### config.mk
export PLATFORM = sky130hd
export DESIGN_NAME = decimal_number_to_digit_register_writes
export DESIGN_NICKNAME = d
export VERILOG_FILES = /design/src/rtl/dnr_pkg.sv /design/src/rtl/decimal_number_to_digit_register_writes.sv /design/src/rtl/dnr_bcd_conv.sv /design/src/rtl/dnr_emit.sv
export SDC_FILE = /design/constraint.sdc
export NUM_CORES = 1
export LEC_CHECK = 0
export CAP_MARGIN = 20
export CORE_MARGIN = 1.5
export CORE_UTILIZATION = 69
export CTS_CLUSTER_DIAMETER = 40
export CTS_CLUSTER_SIZE = 40
export DETAILED_ROUTE_END_ITERATION = 10
export DONT_BUFFER_PORTS = 1
export PLACE_DENSITY = 0.85
export RECOVER_POWER = 25
export SYNTH_ARGS = -nofsm -noshare
export SYNTH_HDL_FRONTEND = slang
export SYNTH_HIERARCHICAL = 1
export SYNTH_SLANG_ARGS = --single-unit
### constraint.sdc
create_clock -name clk -period 6 [get_ports clk]
set_input_delay 0.3 -clock clk [delete_from_list [all_inputs] [get_ports clk]]
set_output_delay 0.3 -clock clk [all_outputs]
set_load 0.1 [all_outputs]
### src/rtl/dnr_pkg.sv
// shared constants, types and helpers for the decimal digit-write formatter
package dnr_pkg;

    localparam int DIGITS     = 8;
    localparam int WRITES_MAX = 8;
    localparam int MAG_W      = 32;
    localparam int POS_W      = 4;
    localparam int DEC_W      = 3;
    localparam int CODE_W     = 4;
    localparam int IDX_W      = $clog2(WRITES_MAX);
    localparam int BCD_W      = WRITES_MAX * CODE_W;
    localparam int CNT_W      = $clog2(MAG_W);

    localparam logic [CODE_W-1:0] CODE_BLANK = 4'hF;
    localparam logic [CODE_W-1:0] CODE_MINUS = 4'hA;

    typedef struct packed {
        logic [POS_W-1:0] lo;
        logic [IDX_W-1:0] last;
        logic [IDX_W-1:0] units;
        logic             dec_nz;
        logic             neg;
    } job_t;

    function automatic logic [POS_W-1:0] clamp_pos(input logic [POS_W-1:0] p);
        logic [POS_W-1:0] r;
        if (p == '0)
            r = POS_W'(1);
        else if (p > POS_W'(DIGITS))
            r = POS_W'(DIGITS);
        else
            r = p;
        return r;
    endfunction

endpackage

### src/rtl/decimal_number_to_digit_register_writes.sv
// top level: turns a signed decimal number into left-to-right digit-register writes
// One number is taken at a time. After a transfer in, the magnitude is converted to
// BCD one bit per cycle, then one write per window position (one to eight) leaves
// through the output register, at most one per cycle. The next number is taken once
// the last write of the current one sits in the output register. Bounds are clamped
// to 1..8 and exchanged when swapped, decimals are limited to the window width minus
// one, and position_reversed mirrors the addresses for reversed wiring.
module decimal_number_to_digit_register_writes (
    input  logic                         clk,
    input  logic                         rst_n,
    input  logic                         cfg_write_enable,
    input  logic                         cfg_write_data,
    input  logic                         in_valid,
    output logic                         in_stall,
    input  logic [dnr_pkg::POS_W-1:0]    first_position,
    input  logic [dnr_pkg::POS_W-1:0]    last_position,
    input  logic [dnr_pkg::MAG_W-1:0]    magnitude,
    input  logic [dnr_pkg::DEC_W-1:0]    decimals,
    input  logic                         negative,
    output logic                         out_valid,
    input  logic                         out_stall,
    output logic [dnr_pkg::POS_W-1:0]    digit_address,
    output logic [dnr_pkg::CODE_W-1:0]   digit_code,
    output logic                         decimal_point,
    output logic                         last_write
);
    import dnr_pkg::*;

    typedef enum logic [2:0] {
        ST_IDLE = 3'b001,
        ST_CONV = 3'b010,
        ST_EMIT = 3'b100
    } state_t;

    state_t           state_reg, state_next;
    logic             rev_reg;
    job_t             job_reg, job_next;
    logic             accept;
    logic             conv_done;
    logic             emit_done;
    logic [BCD_W-1:0] bcd;

    logic [POS_W-1:0] lo_c, hi_c, lo_s, hi_s, span;
    logic [IDX_W-1:0] last_c, dec_c;

    assign accept   = in_valid && !in_stall;
    assign in_stall = (state_reg != ST_IDLE);

    // window and decimal saturation
    always_comb
    begin
        lo_c = clamp_pos(first_position);
        hi_c = clamp_pos(last_position);
        if (lo_c > hi_c)
        begin
            lo_s = hi_c;
            hi_s = lo_c;
        end
        else
        begin
            lo_s = lo_c;
            hi_s = hi_c;
        end
        if ((hi_s - lo_s) > POS_W'(WRITES_MAX - 1))
            lo_s = hi_s - POS_W'(WRITES_MAX - 1);
        span   = hi_s - lo_s;
        last_c = span[IDX_W-1:0];
        dec_c  = (IDX_W'(decimals) > last_c) ? last_c : IDX_W'(decimals);

        job_next.lo     = lo_s;
        job_next.last   = last_c;
        job_next.units  = last_c - dec_c;
        job_next.dec_nz = (dec_c != '0);
        job_next.neg    = negative;
    end

    always_comb
    begin
        state_next = state_reg;
        unique case (state_reg)
            ST_IDLE:
            begin
                if (accept)
                    state_next = ST_CONV;
            end
            ST_CONV:
            begin
                if (conv_done)
                    state_next = ST_EMIT;
            end
            ST_EMIT:
            begin
                if (emit_done)
                    state_next = ST_IDLE;
            end
            default:
            begin
                state_next = ST_IDLE;
            end
        endcase
    end

    always_ff @(posedge clk or negedge rst_n)
    begin
        if (!rst_n)
        begin
            state_reg <= ST_IDLE;
            rev_reg   <= 1'b0;
        end
        else
        begin
            state_reg <= state_next;
            if (cfg_write_enable)
                rev_reg <= cfg_write_data;
        end
    end

    always_ff @(posedge clk)
    begin
        if (accept)
            job_reg <= job_next;
    end

    dnr_bcd_conv u_conv (
        .clk       (clk),
        .rst_n     (rst_n),
        .start     (accept),
        .step      (state_reg == ST_CONV),
        .magnitude (magnitude),
        .done      (conv_done),
        .bcd       (bcd)
    );

    dnr_emit u_emit (
        .clk               (clk),
        .rst_n             (rst_n),
        .start             (conv_done),
        .enable            (state_reg == ST_EMIT),
        .job               (job_reg),
        .bcd               (bcd),
        .position_reversed (rev_reg),
        .out_stall         (out_stall),
        .out_valid         (out_valid),
        .digit_address     (digit_address),
        .digit_code        (digit_code),
        .decimal_point     (decimal_point),
        .last_write        (last_write),
        .done              (emit_done)
    );

    // a transfer in always starts a conversion
    a_accept_conv: assert property (@(posedge clk) disable iff (!rst_n)
        accept |=> state_reg == ST_CONV)
        else $error("transfer in did not start conversion");

    // the write of the rightmost position ends the number
    a_emit_idle: assert property (@(posedge clk) disable iff (!rst_n)
        (state_reg == ST_EMIT && emit_done) |=> state_reg == ST_IDLE)
        else $error("sequencer did not return to idle after last write");

    // output register only reloads while writes are being generated
    a_out_hold: assert property (@(posedge clk) disable iff (!rst_n)
        (out_valid && state_reg != ST_EMIT) |=>
        ($stable(digit_code) && $stable(digit_address) && $stable(last_write)))
        else $error("output register changed outside write sequence");

endmodule

### src/rtl/dnr_bcd_conv.sv
// bit-serial binary to bcd converter (shift and add three), low digits only
module dnr_bcd_conv (
    input  logic                        clk,
    input  logic                        rst_n,
    input  logic                        start,
    input  logic                        step,
    input  logic [dnr_pkg::MAG_W-1:0]   magnitude,
    output logic                        done,
    output logic [dnr_pkg::BCD_W-1:0]   bcd
);
    import dnr_pkg::*;

    logic [MAG_W-1:0] bin_reg, bin_next;
    logic [BCD_W-1:0] bcd_reg, bcd_next;
    logic [BCD_W-1:0] bcd_adj;
    logic [CNT_W-1:0] cnt_reg, cnt_next;

    always_comb
    begin
        for (int k = 0; k < WRITES_MAX; k++)
        begin
            if (bcd_reg[k*CODE_W +: CODE_W] >= CODE_W'(5))
                bcd_adj[k*CODE_W +: CODE_W] = bcd_reg[k*CODE_W +: CODE_W] + CODE_W'(3);
            else
                bcd_adj[k*CODE_W +: CODE_W] = bcd_reg[k*CODE_W +: CODE_W];
        end
    end

    always_comb
    begin
        bin_next = bin_reg;
        bcd_next = bcd_reg;
        cnt_next = cnt_reg;
        if (start)
        begin
            bin_next = magnitude;
            bcd_next = '0;
            cnt_next = '0;
        end
        else if (step)
        begin
            bin_next = {bin_reg[MAG_W-2:0], 1'b0};
            bcd_next = {bcd_adj[BCD_W-2:0], bin_reg[MAG_W-1]};
            cnt_next = cnt_reg + CNT_W'(1);
        end
    end

    always_ff @(posedge clk or negedge rst_n)
    begin
        if (!rst_n)
            cnt_reg <= '0;
        else
            cnt_reg <= cnt_next;
    end

    always_ff @(posedge clk)
    begin
        bin_reg <= bin_next;
        bcd_reg <= bcd_next;
    end

    assign done = step && (cnt_reg == CNT_W'(MAG_W - 1));
    assign bcd  = bcd_reg;

endmodule

### src/rtl/dnr_emit.sv
// digit-serial write sequencer with blanking, sign placement and output register
module dnr_emit (
    input  logic                         clk,
    input  logic                         rst_n,
    input  logic                         start,
    input  logic                         enable,
    input  dnr_pkg::job_t                job,
    input  logic [dnr_pkg::BCD_W-1:0]    bcd,
    input  logic                         position_reversed,
    input  logic                         out_stall,
    output logic                         out_valid,
    output logic [dnr_pkg::POS_W-1:0]    digit_address,
    output logic [dnr_pkg::CODE_W-1:0]   digit_code,
    output logic                         decimal_point,
    output logic                         last_write,
    output logic                         done
);
    import dnr_pkg::*;

    logic [IDX_W-1:0]  idx_reg, idx_next;
    logic              leading_reg, leading_next;
    logic              valid_reg, valid_next;
    logic [POS_W-1:0]  addr_reg, addr_next;
    logic [CODE_W-1:0] code_reg, code_next;
    logic              point_reg, point_next;
    logic              lastw_reg, lastw_next;

    logic              load;
    logic [IDX_W-1:0]  j_cur, j_nxt;
    logic [CODE_W-1:0] dig_cur, dig_nxt;
    logic              blank_cur, blank_nxt;
    logic [IDX_W:0]    idx_inc;
    logic [POS_W-1:0]  pos;

    assign load    = enable && (!valid_reg || !out_stall);
    assign j_cur   = job.last - idx_reg;
    assign j_nxt   = j_cur - IDX_W'(1);
    assign dig_cur = bcd[j_cur*CODE_W +: CODE_W];
    assign dig_nxt = bcd[j_nxt*CODE_W +: CODE_W];
    assign idx_inc = {1'b0, idx_reg} + (IDX_W+1)'(1);
    assign pos     = job.lo + POS_W'(idx_reg);

    always_comb
    begin
        blank_cur = leading_reg && (idx_reg < job.units) && (dig_cur == '0);
        blank_nxt = blank_cur && (idx_inc < {1'b0, job.units}) && (dig_nxt == '0);

        if (blank_cur)
            code_next = (job.neg && !blank_nxt) ? CODE_MINUS : CODE_BLANK;
        else
            code_next = dig_cur;

        addr_next  = position_reversed ? (POS_W'(DIGITS + 1) - pos) : pos;
        point_next = job.dec_nz && (idx_reg == job.units);
        lastw_next = (idx_reg == job.last);

        idx_next     = idx_reg;
        leading_next = leading_reg;
        valid_next   = valid_reg;
        if (start)
        begin
            idx_next     = '0;
            leading_next = 1'b1;
        end
        else if (load)
        begin
            idx_next     = idx_inc[IDX_W-1:0];
            leading_next = blank_cur;
        end
        if (load)
            valid_next = 1'b1;
        else if (!out_stall)
            valid_next = 1'b0;
    end

    always_ff @(posedge clk or negedge rst_n)
    begin
        if (!rst_n)
        begin
            idx_reg     <= '0;
            leading_reg <= 1'b1;
            valid_reg   <= 1'b0;
        end
        else
        begin
            idx_reg     <= idx_next;
            leading_reg <= leading_next;
            valid_reg   <= valid_next;
        end
    end

    always_ff @(posedge clk)
    begin
        if (load)
        begin
            addr_reg  <= addr_next;
            code_reg  <= code_next;
            point_reg <= point_next;
            lastw_reg <= lastw_next;
        end
    end

    assign done          = load && lastw_next;
    assign out_valid     = valid_reg;
    assign digit_address = addr_reg;
    assign digit_code    = code_reg;
    assign decimal_point = point_reg;
    assign last_write    = lastw_reg;

endmodule
==> flow_metrics.py, run 1 <==
metrics = {
    "status": {
        "outcome": "finished clean",
    },
    "floorplanning": {
        "dieHeight_um": 97.87,
        "dieWidth_um": 97.87,
        "dieArea_mm2": 0.009578,
        "io_pins": 62,
        "initial_core_util": 0.7121,
        "design.core.area_mm2": 0.008721,
        "num_rows": 34,
    },
    "placement": {
        "place_ws_ps": 117.6,
        "io_buffers": 0,
        "dp_cells": 678,
        "hpwlAfterDp_um": 8698,
        "place_congestion": 0.8820,
    },
    "sta": {
        "rsz0062_at_grt": "no",
        "setup_viol": 0,
        "skew_ps": 9.050,
        "period_minus_slack_ps": 5539,
        "post-route-period-util": 0.9231,
        "drv_slew": 0,
        "finalHoldViolCount": 0,
        "setup_ws_ps": 461.3,
        "worst_pin_slew_ps": 991.0,
        "slew_headroom": 0.3394,
        "tns_ps": 0,
        "fmax_mhz": 180.5,
    },
    "clock_network": {
        "numCtsBuffers": 9,
        "cts_root_buf": "clkbuf_8",
        "cts_tree": "done",
        "cts.sinks": 100,
        "clkSlewWorstSetupHoldPaths_ps": 100,
        "clock_path_buffers": 2,
        "post_cts_resize_count": 0,
        "h-tree-depth": 3,
        "insertion_delay_ps": 370,
    },
    "synthesis": {
        "synth_ff_type": "edfxtp_1",
        "ys_ff_latch": 100,
        "syn-instance-count": 587,
        "seq_area_frac_synth": 0.4211,
        "synth_nets": 682,
        "ys_async_sr_fraction": 0.1400,
        "yosysWarnings": 6,
        "yosys.area.top_type": "edfxtp_1",
        "yosysMostFrequentCell": "edfxtp_1",
        "synthDistinctLibCells": 68,
        "synth.avg_cell_area_um2": 10.58,
        "synth_area_leaders": "edfxtp_1 (26%), dfxtp_1 (10%), ha_1 (8.3%)",
        "synth_top_area_frac": 0.2611,
        "synth_commonest_cells": "edfxtp_1 (54), inv_1 (51), ha_1 (41)",
        "syn_area_mm2": 0.006210,
        "synth_edf_count": 54,
    },
    "worst_hold_path": {
        "hp-class": "primary input to register",
    },
    "detailed_routing": {
        "wl_per_cell_um": 17.29,
        "drc_errors": 0,
        "via_per_inst": 6.478,
        "drt_iter0_drc": 259,
        "antenna_left": 0,
        "firstDrtPassIters": 5,
        "vias": 4502,
        "routed_wl_um": 12020,
    },
    "final_layout": {
        "fill_cells": 579,
        "area_growth_pct": 4.030,
        "fin_cells": 695,
        "num-nets-final": 677,
        "finish.utilization": 0.7407,
        "antennaDiodeCount": 0,
        "drive_gt1_frac": 0.1567,
    },
    "global_routing": {
        "antenna_found_initial": 0,
        "grt_max_degree": 41,
        "grt_first_pass_wirelength_um": 20640,
        "grt_use_total": 0.2621,
        "grt_pass1_vias": 4479,
        "grt-ovfl-total": 0,
    },
    "pwr": {
        "ir_worst_vdd_v": 0.0002935,
        "p_leak_nw": 2.451,
        "power_density_mw_per_mm2": 450.0,
    },
    "worst_setup_path": {
        "required_ps": 6140,
        "worstPathArrival_ps": 5680,
        "crit_type": "primary input to register",
        "worstSetupStartpointType": "primary input",
        "crit_path_end_kind": "register",
        "worstPathMaxFanout": 14,
    },
    "flow_run": {
        "cap_violations": 0,
    },
}
power by group:
part | total [mW] | internal [mW] | switching [mW]
clock network | 0.408 | 0.157 | 0.251
registers | 1.22 | 1.04 | 0.185
logic | 1.28 | 0.569 | 0.708
worst max-delay path, cell delays in order:
cell	delay, ps
nor2b_1	310
ha_1	320
nor2b_1	140
o211a_1	280
o21ai_4	350
mux2i_1	150
or4_4	550
and2_4	220
mux2_4	200
mux2i_1	90
ha_1	220
fa_1	420
xnor2_1	180
mux2_4	300
ha_1	300
a21oi_1	80
a31oi_1	370
mux2i_1	140
ha_1	210
fa_1	480
inv_1	50
metrics by stage:
stage          instance area [um^2]  total power, mW  hold slack (ps)
2_1_floorplan                  6210            2.224            4.409
3_3_place_gp                   6267            2.396            4.684
3_5_place_dp                   6267            2.494            4.708
4_1_cts                        6460            2.907            20.37
5_1_grt                        6460            3.120            5.319
6_report                       6460            2.907            28.79
cell type report:
class / instances / area (um^2) / area share
inverter: 51 / 191.4 / 0.02963
clock inverter: 7 / 58.81 / 0.009103
sequential: 100 / 2615 / 0.4048
multi-input combinational: 413 / 3281 / 0.5078
timing repair buffer: 7 / 55.05 / 0.008522
clock buffer: 9 / 123.9 / 0.01917
tap: 108 / 135.1 / 0.02092
kinds of logic after synthesis:
kind of cell,after synthesis,synth area share
flops,100,0.4211
fa+ha+maj,45,0.09551
xor+xnor,18,0.02780
compound gates,137,0.1509
buf+inv,74,0.05299
simple gates,158,0.1378
mux,55,0.1138
final timing paths:
kind / from / to / slack (ps) / depth (start not counted)
max: first_position[1] / job_reg[3] / 460 / 21
min: negative / job_reg[0] / 30 / 0
max reg2reg: state_reg[0] / u_conv/bcd[21] / 2460 / 7
min reg2reg: u_conv/bin_reg[31] / u_conv/bcd[0] / 490 / 2
max in group asynchronous: rst_n / u_conv/cnt_reg[0] / 5210 / 1
min in group asynchronous: rst_n / u_emit/out_valid / 380 / 1
placed cells by master (no fill, tap or decap), types with 6 or more instances in the layout:
master,n
nand3_1,15
or4_1,8
inv_1,51
xnor2_1,12
mux4_2,8
mux2_2,33
dfrtp_1,12
edfxtp_1,54
nor2b_1,6
a21oi_1,31
buf_4,6
o22ai_1,8
o32ai_1,6
o21ai_0,26
o21ai_1,13
nand2_1,34
clkbuf_8,9
nand2b_1,9
or3_1,9
nor3_1,9
nor2_1,33
ha_1,41
nand4_1,8
mux2i_1,11
dfxtp_1,32
layer usage:
metal	global-route usage	vias to the layer above	routed length (um)	part of all wire
met1	0.3255	2157	5004	0.42
met5	0	-	0	0
met3	0.05941	27	718	0.060
met4	0.09121	0	226	0.019
met2	0.4515	164	6071	0.51
li1	-	2154	-	-
what timing repair did:
action,CTS,global route
buffers inserted,0,0
hold endpoints to repair,14,0
hold buffers,1,0
Note: power is estimated with default switching activity, not from simulation.
==> run 2, diff against run 1 <==
--- a/config.mk
+++ b/config.mk
@@ -7,12 +7,13 @@
 export LEC_CHECK = 0
 export CAP_MARGIN = 20
 export CORE_MARGIN = 1.5
-export CORE_UTILIZATION = 69
+export CORE_UTILIZATION = 70
+export CTS_BUF_LIST = sky130_fd_sc_hd__clkbuf_4 sky130_fd_sc_hd__clkbuf_8
 export CTS_CLUSTER_DIAMETER = 40
 export CTS_CLUSTER_SIZE = 40
 export DETAILED_ROUTE_END_ITERATION = 10
 export DONT_BUFFER_PORTS = 1
-export PLACE_DENSITY = 0.85
+export PLACE_DENSITY = 0.86
 export RECOVER_POWER = 25
 export SYNTH_ARGS = -nofsm -noshare
 export SYNTH_HDL_FRONTEND = slang
==> flow_metrics.py, run 2 (synthesized netlist as in run 1, its figures left out) <==
metrics = {
    "global_routing": {
        "grt_use_total": 0.2663,
        "antenna_found_initial": 0,
        "grt_pass1_vias": 4435,
        "grt-ovfl-total": 0,
        "grt_first_pass_wirelength_um": 20510,
        "grt_max_degree": 50,
    },
    "worst_setup_path": {
        "worstPathMaxFanout": 14,
        "cpPeakStageDelay_ps": 560,
        "crit_top_cell": "ha_1",
        "slowest_stage": "or4_4",
        "worstPathArrival_ps": 5730,
        "crit_path_end_kind": "register",
        "r2r_setup_slack_ps": 2450,
        "worstReg2RegEnd": "u_conv/bin_reg[23]",
        "crit_buf_inv": 0,
        "startpoint": "first_position[1]",
        "required_ps": 6140,
        "cp.depth": 21,
        "path_delay_family": "adder cells",
        "worstSetupStartpointType": "primary input",
        "crit_type": "primary input to register",
        "worstReg2RegStart": "state_reg[0]",
        "crit_end": "job_reg[4]",
        "ff2ff_path_depth": 5,
        "crit_chain": "nor2b_1 -> ha_1 -> nor2b_1 -> o211a_1 -> o21ai_4 -> mux2i_1 -> or4_4 -> and2_4 -> mux2_4 -> mux2i_1 -> ha_1 -> fa_1 -> xnor2_1 -> mux2_4 -> ha_1 -> a21oi_1 -> a31oi_1 -> mux2i_1 -> ha_1 -> fa_1 -> xnor2_1",
    },
    "floorplanning": {
        "design.core.area_mm2": 0.008678,
        "io_pins": 62,
        "dieWidth_um": 97.19,
        "num_rows": 34,
        "dieHeight_um": 97.19,
        "dieArea_mm2": 0.009445,
        "initial_core_util": 0.7155,
    },
    "placement": {
        "dp_cells": 678,
        "io_buffers": 0,
        "place_area_mm2": 0.006267,
        "hpwlAfterDp_um": 8668,
        "place_congestion": 0.8984,
    },
    "detailed_routing": {
        "drc_errors": 0,
        "routed_wl_um": 12220,
        "wl_per_cell_um": 17.55,
        "drt_iter0_drc": 295,
        "vias": 4486,
        "antenna_left": 0,
        "firstDrtPassIters": 5,
        "via_per_inst": 6.445,
    },
    "pwr": {
        "ir_worst_vdd_v": 0.0002925,
        "power_density_mw_per_mm2": 453.0,
        "p_leak_nw": 2.466,
    },
    "status": {
        "outcome": "finished clean",
    },
    "flow_run": {
        "cap_violations": 0,
    },
    "final_layout": {
        "num-nets-final": 678,
        "layout_commonest_cell": "edfxtp_1",
        "antennaDiodeCount": 0,
        "final_cell_area_mm2": 0.006489,
        "area_growth_pct": 4.493,
        "drive_gt1_frac": 0.1582,
        "mostFrequentLayoutCells": "edfxtp_1 (54), inv_1 (51), ha_1 (41)",
        "fin_cells": 696,
    },
    "worst_hold_path": {
        "min-delay-start": "cfg_write_data",
        "hp-class": "primary input to register",
    },
    "sta": {
        "slew_headroom": 0.3413,
        "worst_pin_slew_ps": 988.1,
        "setup_viol": 0,
        "post-route-period-util": 0.9304,
        "tns_ps": 0,
        "rsz0062_at_grt": "no",
        "period_minus_slack_ps": 5583,
        "finalHoldViolCount": 0,
        "fmax_mhz": 179.1,
        "skew_ps": 8.659,
        "drv_slew": 0,
    },
    "clock_network": {
        "h-tree-depth": 3,
        "numCtsBuffers": 9,
        "insertion_delay_ps": 380,
        "cts.sinks": 100,
        "clock_path_buffers": 2,
        "post_cts_resize_count": 0,
        "cts_tree": "done",
        "cts_root_buf": "clkbuf_8",
        "clkSlewWorstSetupHoldPaths_ps": 100,
    },
}
[run 2: where the power goes]
part	internal (mW)	switching (mW)
clock network	0.164	0.264
logic	0.573	0.714
registers	1.04	0.187
[run 2: worst min path at each step]
stage	to	slack, ps	cells after the start
2_1_floorplan	rev_reg	4	0
3_3_place_gp	u_emit/out_valid	5	0
3_5_place_dp	state_reg[2]	5	0
4_1_cts	rev_reg	50	1
5_1_grt	rev_reg	50	1
6_report	rev_reg	60	1
[run 2: routing by layer]
| metal | vias up | GRT usage | wire length, um |
|---|---|---|---|
| met5 | - | 0 | 0 |
| met3 | 23 | 0.06978 | 666 |
| met4 | 0 | 0.08473 | 235 |
| met2 | 148 | 0.4416 | 6099 |
| met1 | 2146 | 0.3427 | 5215 |
| li1 | 2169 | - | - |
[run 2: layout make-up]
type	count	area, um^2
multi-input cells	413	3281
clock inverters	7	77.57
flip-flops and latches	100	2615
well taps	108	135.1
repair buffers	8	65.06
fillers	600	2190
inverters	51	191.4
clock buffers	9	123.9
[run 2: worst register-to-register path, cell delays in order (launching register included)]
cell     delay [ps]
dfstp_1         570
inv_1            90
or3_1           780
nor2_4          890
buf_4           570
mux2_2          410
[run 2: through the flow]
stage / hold slack [ps] / utilization / worst slack [ps] / power, mW
finish: 63.36 / 0.7477 / 417.3 / 2.939
global route: 47.24 / 0.7477 / 52.40 / 3.141
CTS: 48.80 / 0.7477 / 455.9 / 2.937
detailed placement: 4.716 / 0.7222 / 58.18 / 2.499
global placement: 4.764 / 0.7222 / 328.0 / 2.394
floorplan: 4.409 / - / 485.9 / 2.224
[run 2: timing repair]
item	CTS	global route
hold endpoints to repair	15	0
setup buffers	0	0
hold buffers	2	0
==> run 3, diff against run 2 <==
--- a/config.mk
+++ b/config.mk
@@ -7,15 +7,14 @@
 export LEC_CHECK = 0
 export CAP_MARGIN = 20
 export CORE_MARGIN = 1.5
-export CORE_UTILIZATION = 70
+export CORE_UTILIZATION = 66
 export CTS_BUF_LIST = sky130_fd_sc_hd__clkbuf_4 sky130_fd_sc_hd__clkbuf_8
 export CTS_CLUSTER_DIAMETER = 40
 export CTS_CLUSTER_SIZE = 40
 export DETAILED_ROUTE_END_ITERATION = 10
 export DONT_BUFFER_PORTS = 1
-export PLACE_DENSITY = 0.86
+export PLACE_DENSITY = 0.82
 export RECOVER_POWER = 25
 export SYNTH_ARGS = -nofsm -noshare
 export SYNTH_HDL_FRONTEND = slang
-export SYNTH_HIERARCHICAL = 1
 export SYNTH_SLANG_ARGS = --single-unit
==> constraint.sdc (replaced) <==
create_clock -name clk -period 6.3 [get_ports clk]
set_input_delay 0.315 -clock clk [delete_from_list [all_inputs] [get_ports clk]]
set_output_delay 0.315 -clock clk [all_outputs]
set_load 0.1 [all_outputs]
==> flow_metrics.py, run 3 <==
metrics = {
    "sta": {
        "skew_ps": 6.894,
        "fmax_mhz": 173.7,
        "rsz0062_at_grt": "no",
        "post-route-period-util": 0.9136,
        "worst_pin_slew_ps": 1497,
        "finalHoldViolCount": 0,
        "period_minus_slack_ps": 5755,
        "slew_headroom": 0.002113,
        "tns_ps": 0,
        "drv_slew": 0,
        "setup_viol": 0,
    },
    "clock_network": {
        "cts.sinks": 100,
        "insertion_delay_ps": 380,
        "clock_path_buffers": 2,
        "cts_tree": "done",
        "clkSlewWorstSetupHoldPaths_ps": 100,
        "h-tree-depth": 3,
        "numCtsBuffers": 9,
        "cts_root_buf": "clkbuf_8",
    },
    "worst_setup_path": {
        "worstReg2RegStart": "u_emit.idx_reg[0]",
        "required_ps": 6430,
        "worstPathMaxFanout": 6,
        "crit_path_end_kind": "register",
        "crit_type": "primary input to register",
        "worstSetupStartpointType": "primary input",
        "worstPathArrival_ps": 5890,
        "startpoint": "first_position[2]",
        "ff2ff_path_depth": 9,
    },
    "placement": {
        "io_buffers": 0,
        "place_congestion": 0.8957,
        "hpwlAfterDp_um": 8449,
    },
    "floorplanning": {
        "dieWidth_um": 98.23,
        "design.core.area_mm2": 0.008763,
        "io_pins": 62,
        "dieArea_mm2": 0.009649,
        "num_rows": 34,
        "dieHeight_um": 98.23,
        "initial_core_util": 0.6830,
    },
    "synthesis": {
        "synth.avg_cell_area_um2": 9.338,
        "seq_area_frac_synth": 0.4369,
        "ys_async_sr_fraction": 0.1400,
        "synth_area_leaders": "edfxtp_1 (27%), dfxtp_1 (11%), nand2_1 (8.8%)",
        "synth_edf_count": 54,
        "synthDistinctLibCells": 61,
        "yosys.area.top_type": "edfxtp_1",
        "synth_ff_type": "edfxtp_1",
        "yosysMostFrequentCell": "nand2_1",
        "yosysWarnings": 0,
        "synth_nets": 736,
        "syn-instance-count": 641,
        "ys_ff_latch": 100,
        "synth_commonest_cells": "nand2_1 (141), edfxtp_1 (54), a21oi_1 (52)",
        "syn_area_mm2": 0.005986,
        "synth_top_area_frac": 0.2709,
    },
    "global_routing": {
        "grt_first_pass_wirelength_um": 20270,
        "grt_pass1_vias": 4318,
        "grt_use_total": 0.2586,
        "grt_max_degree": 52,
        "grt-ovfl-total": 0,
        "antenna_found_initial": 0,
    },
    "detailed_routing": {
        "routed_wl_um": 11910,
        "firstDrtPassIters": 5,
        "drc_errors": 0,
        "antenna_left": 0,
        "wl_per_cell_um": 15.91,
        "drt_iter0_drc": 296,
        "vias": 4585,
        "via_per_inst": 6.121,
    },
    "status": {
        "outcome": "finished with violations",
        "violations": "max-capacitance violations",
    },
    "flow_run": {
        "cap_violations": 1,
    },
    "pwr": {
        "p_leak_nw": 2.581,
        "ir_worst_vdd_v": 0.0002961,
        "power_density_mw_per_mm2": 354.7,
        "total_power_mw": 2.253,
    },
    "final_layout": {
        "area_growth_pct": 6.125,
        "mostFrequentLayoutCells": "nand2_1 (141), edfxtp_1 (54), a21oi_1 (52)",
        "antennaDiodeCount": 0,
        "drive_gt1_frac": 0.07956,
        "layout_commonest_cell": "nand2_1",
        "finish.utilization": 0.7249,
        "num-nets-final": 731,
    },
    "worst_hold_path": {
        "hp-class": "primary input to register",
        "hold_depth": 0,
        "min-delay-start": "negative",
    },
}
run 3: cell types whose count changed after synthesis, sizes merged, moves of 9 or more:
cell	change
mux2	-33
clkbuf	+19
nand2	+107
buf	-18
or3	-9
nand3	+10
inv	-13
a21oi	+23
run 3: worst paths after layout:
| check | end | slack (ps) |
|---|---|---|
| max | job_reg[4] | 540 |
| min | job_reg[0] | 30 |
| max reg2reg | u_emit.digit_code[2] | 2930 |
| min reg2reg | u_conv.bcd[29] | 520 |
| max in group asynchronous | state_reg[2] | 5440 |
| min in group asynchronous | u_conv.cnt_reg[0] | 420 |
run 3: power by group:
part	internal, mW	switching [mW]
combinational	0.266	0.496
sequential	0.916	0.0632
clock	0.270	0.242
total	1.45	0.801
run 3: critical path: stages:
cell	delay [ps]
nor2_1	20
o21bai_1	400
ha_1	340
and4_4	220
nor2_1	110
a2111oi_2	70
a2111oi_0	660
a211o_1	270
nor2_1	130
o211ai_1	190
o21ai_0	150
ha_1	240
fa_1	470
ha_1	310
nor2b_1	150
o21ai_0	290
nor3_1	80
o22a_1	200
nor3_1	300
nor3_1	110
nor2_1	100
ha_1	150
inv_1	50
fa_1	380
xor2_1	170
run 3: what timing repair did:
item,in CTS,in global routing
resized for setup,0,1
hold buffers,1,0
setup buffers,0,1
endpoints found under the setup margin,0,1
endpoints found under the hold margin,14,0
run 3: area by class of cell:
class / instances / area [um^2]
multi-input combinational: 478 / 3142
sequential: 100 / 2615
clock inverter: 7 / 127.6
inverter: 39 / 146.4
tap: 108 / 135.1
fill: 633 / 2411
timing repair buffer: 8 / 62.56
clock buffer: 9 / 123.9
run 3: stage by stage:
stage / cell area (um^2) / setup WS (ps) / hold slack (ps) / cells
5_1_grt: 6352 / 89.64 / 12.23 / 749
3_5_place_dp: 6081 / 88.21 / 20.27 / 731
6_report: 6352 / 544.6 / 28.25 / 749
4_1_cts: 6342 / 469.9 / 25.65 / 748
2_1_floorplan: 5986 / 565.4 / 19.41 / 641
3_3_place_gp: 6081 / 333.0 / 20.25 / 731
run 3: cells by family (layout without fill, tap and decap cells):
logic type | after synthesis | count (layout) | synth area share
AOI/OAI and AO/OA | 128 | 128 | 0.1355
xor gates and xnor gates | 26 | 26 | 0.03804
adders and majority gates | 45 | 45 | 0.09908
buffers and inverters | 63 | 63 | 0.03950
DFF | 100 | 100 | 0.4369
muxes | 21 | 21 | 0.05665
and+or+nand+nor | 258 | 258 | 0.1944
run 3: layer usage:
layer | routed length (um) | track usage | part of all wire | vias up
met1 | 5164 | 0.3517 | 0.43 | 2167
met2 | 5850 | 0.4239 | 0.49 | 148
met3 | 710 | 0.05440 | 0.060 | 14
li1 | - | - | - | 2256
met4 | 189 | 0.07259 | 0.016 | 0
met5 | 0 | 0 | 0 | -
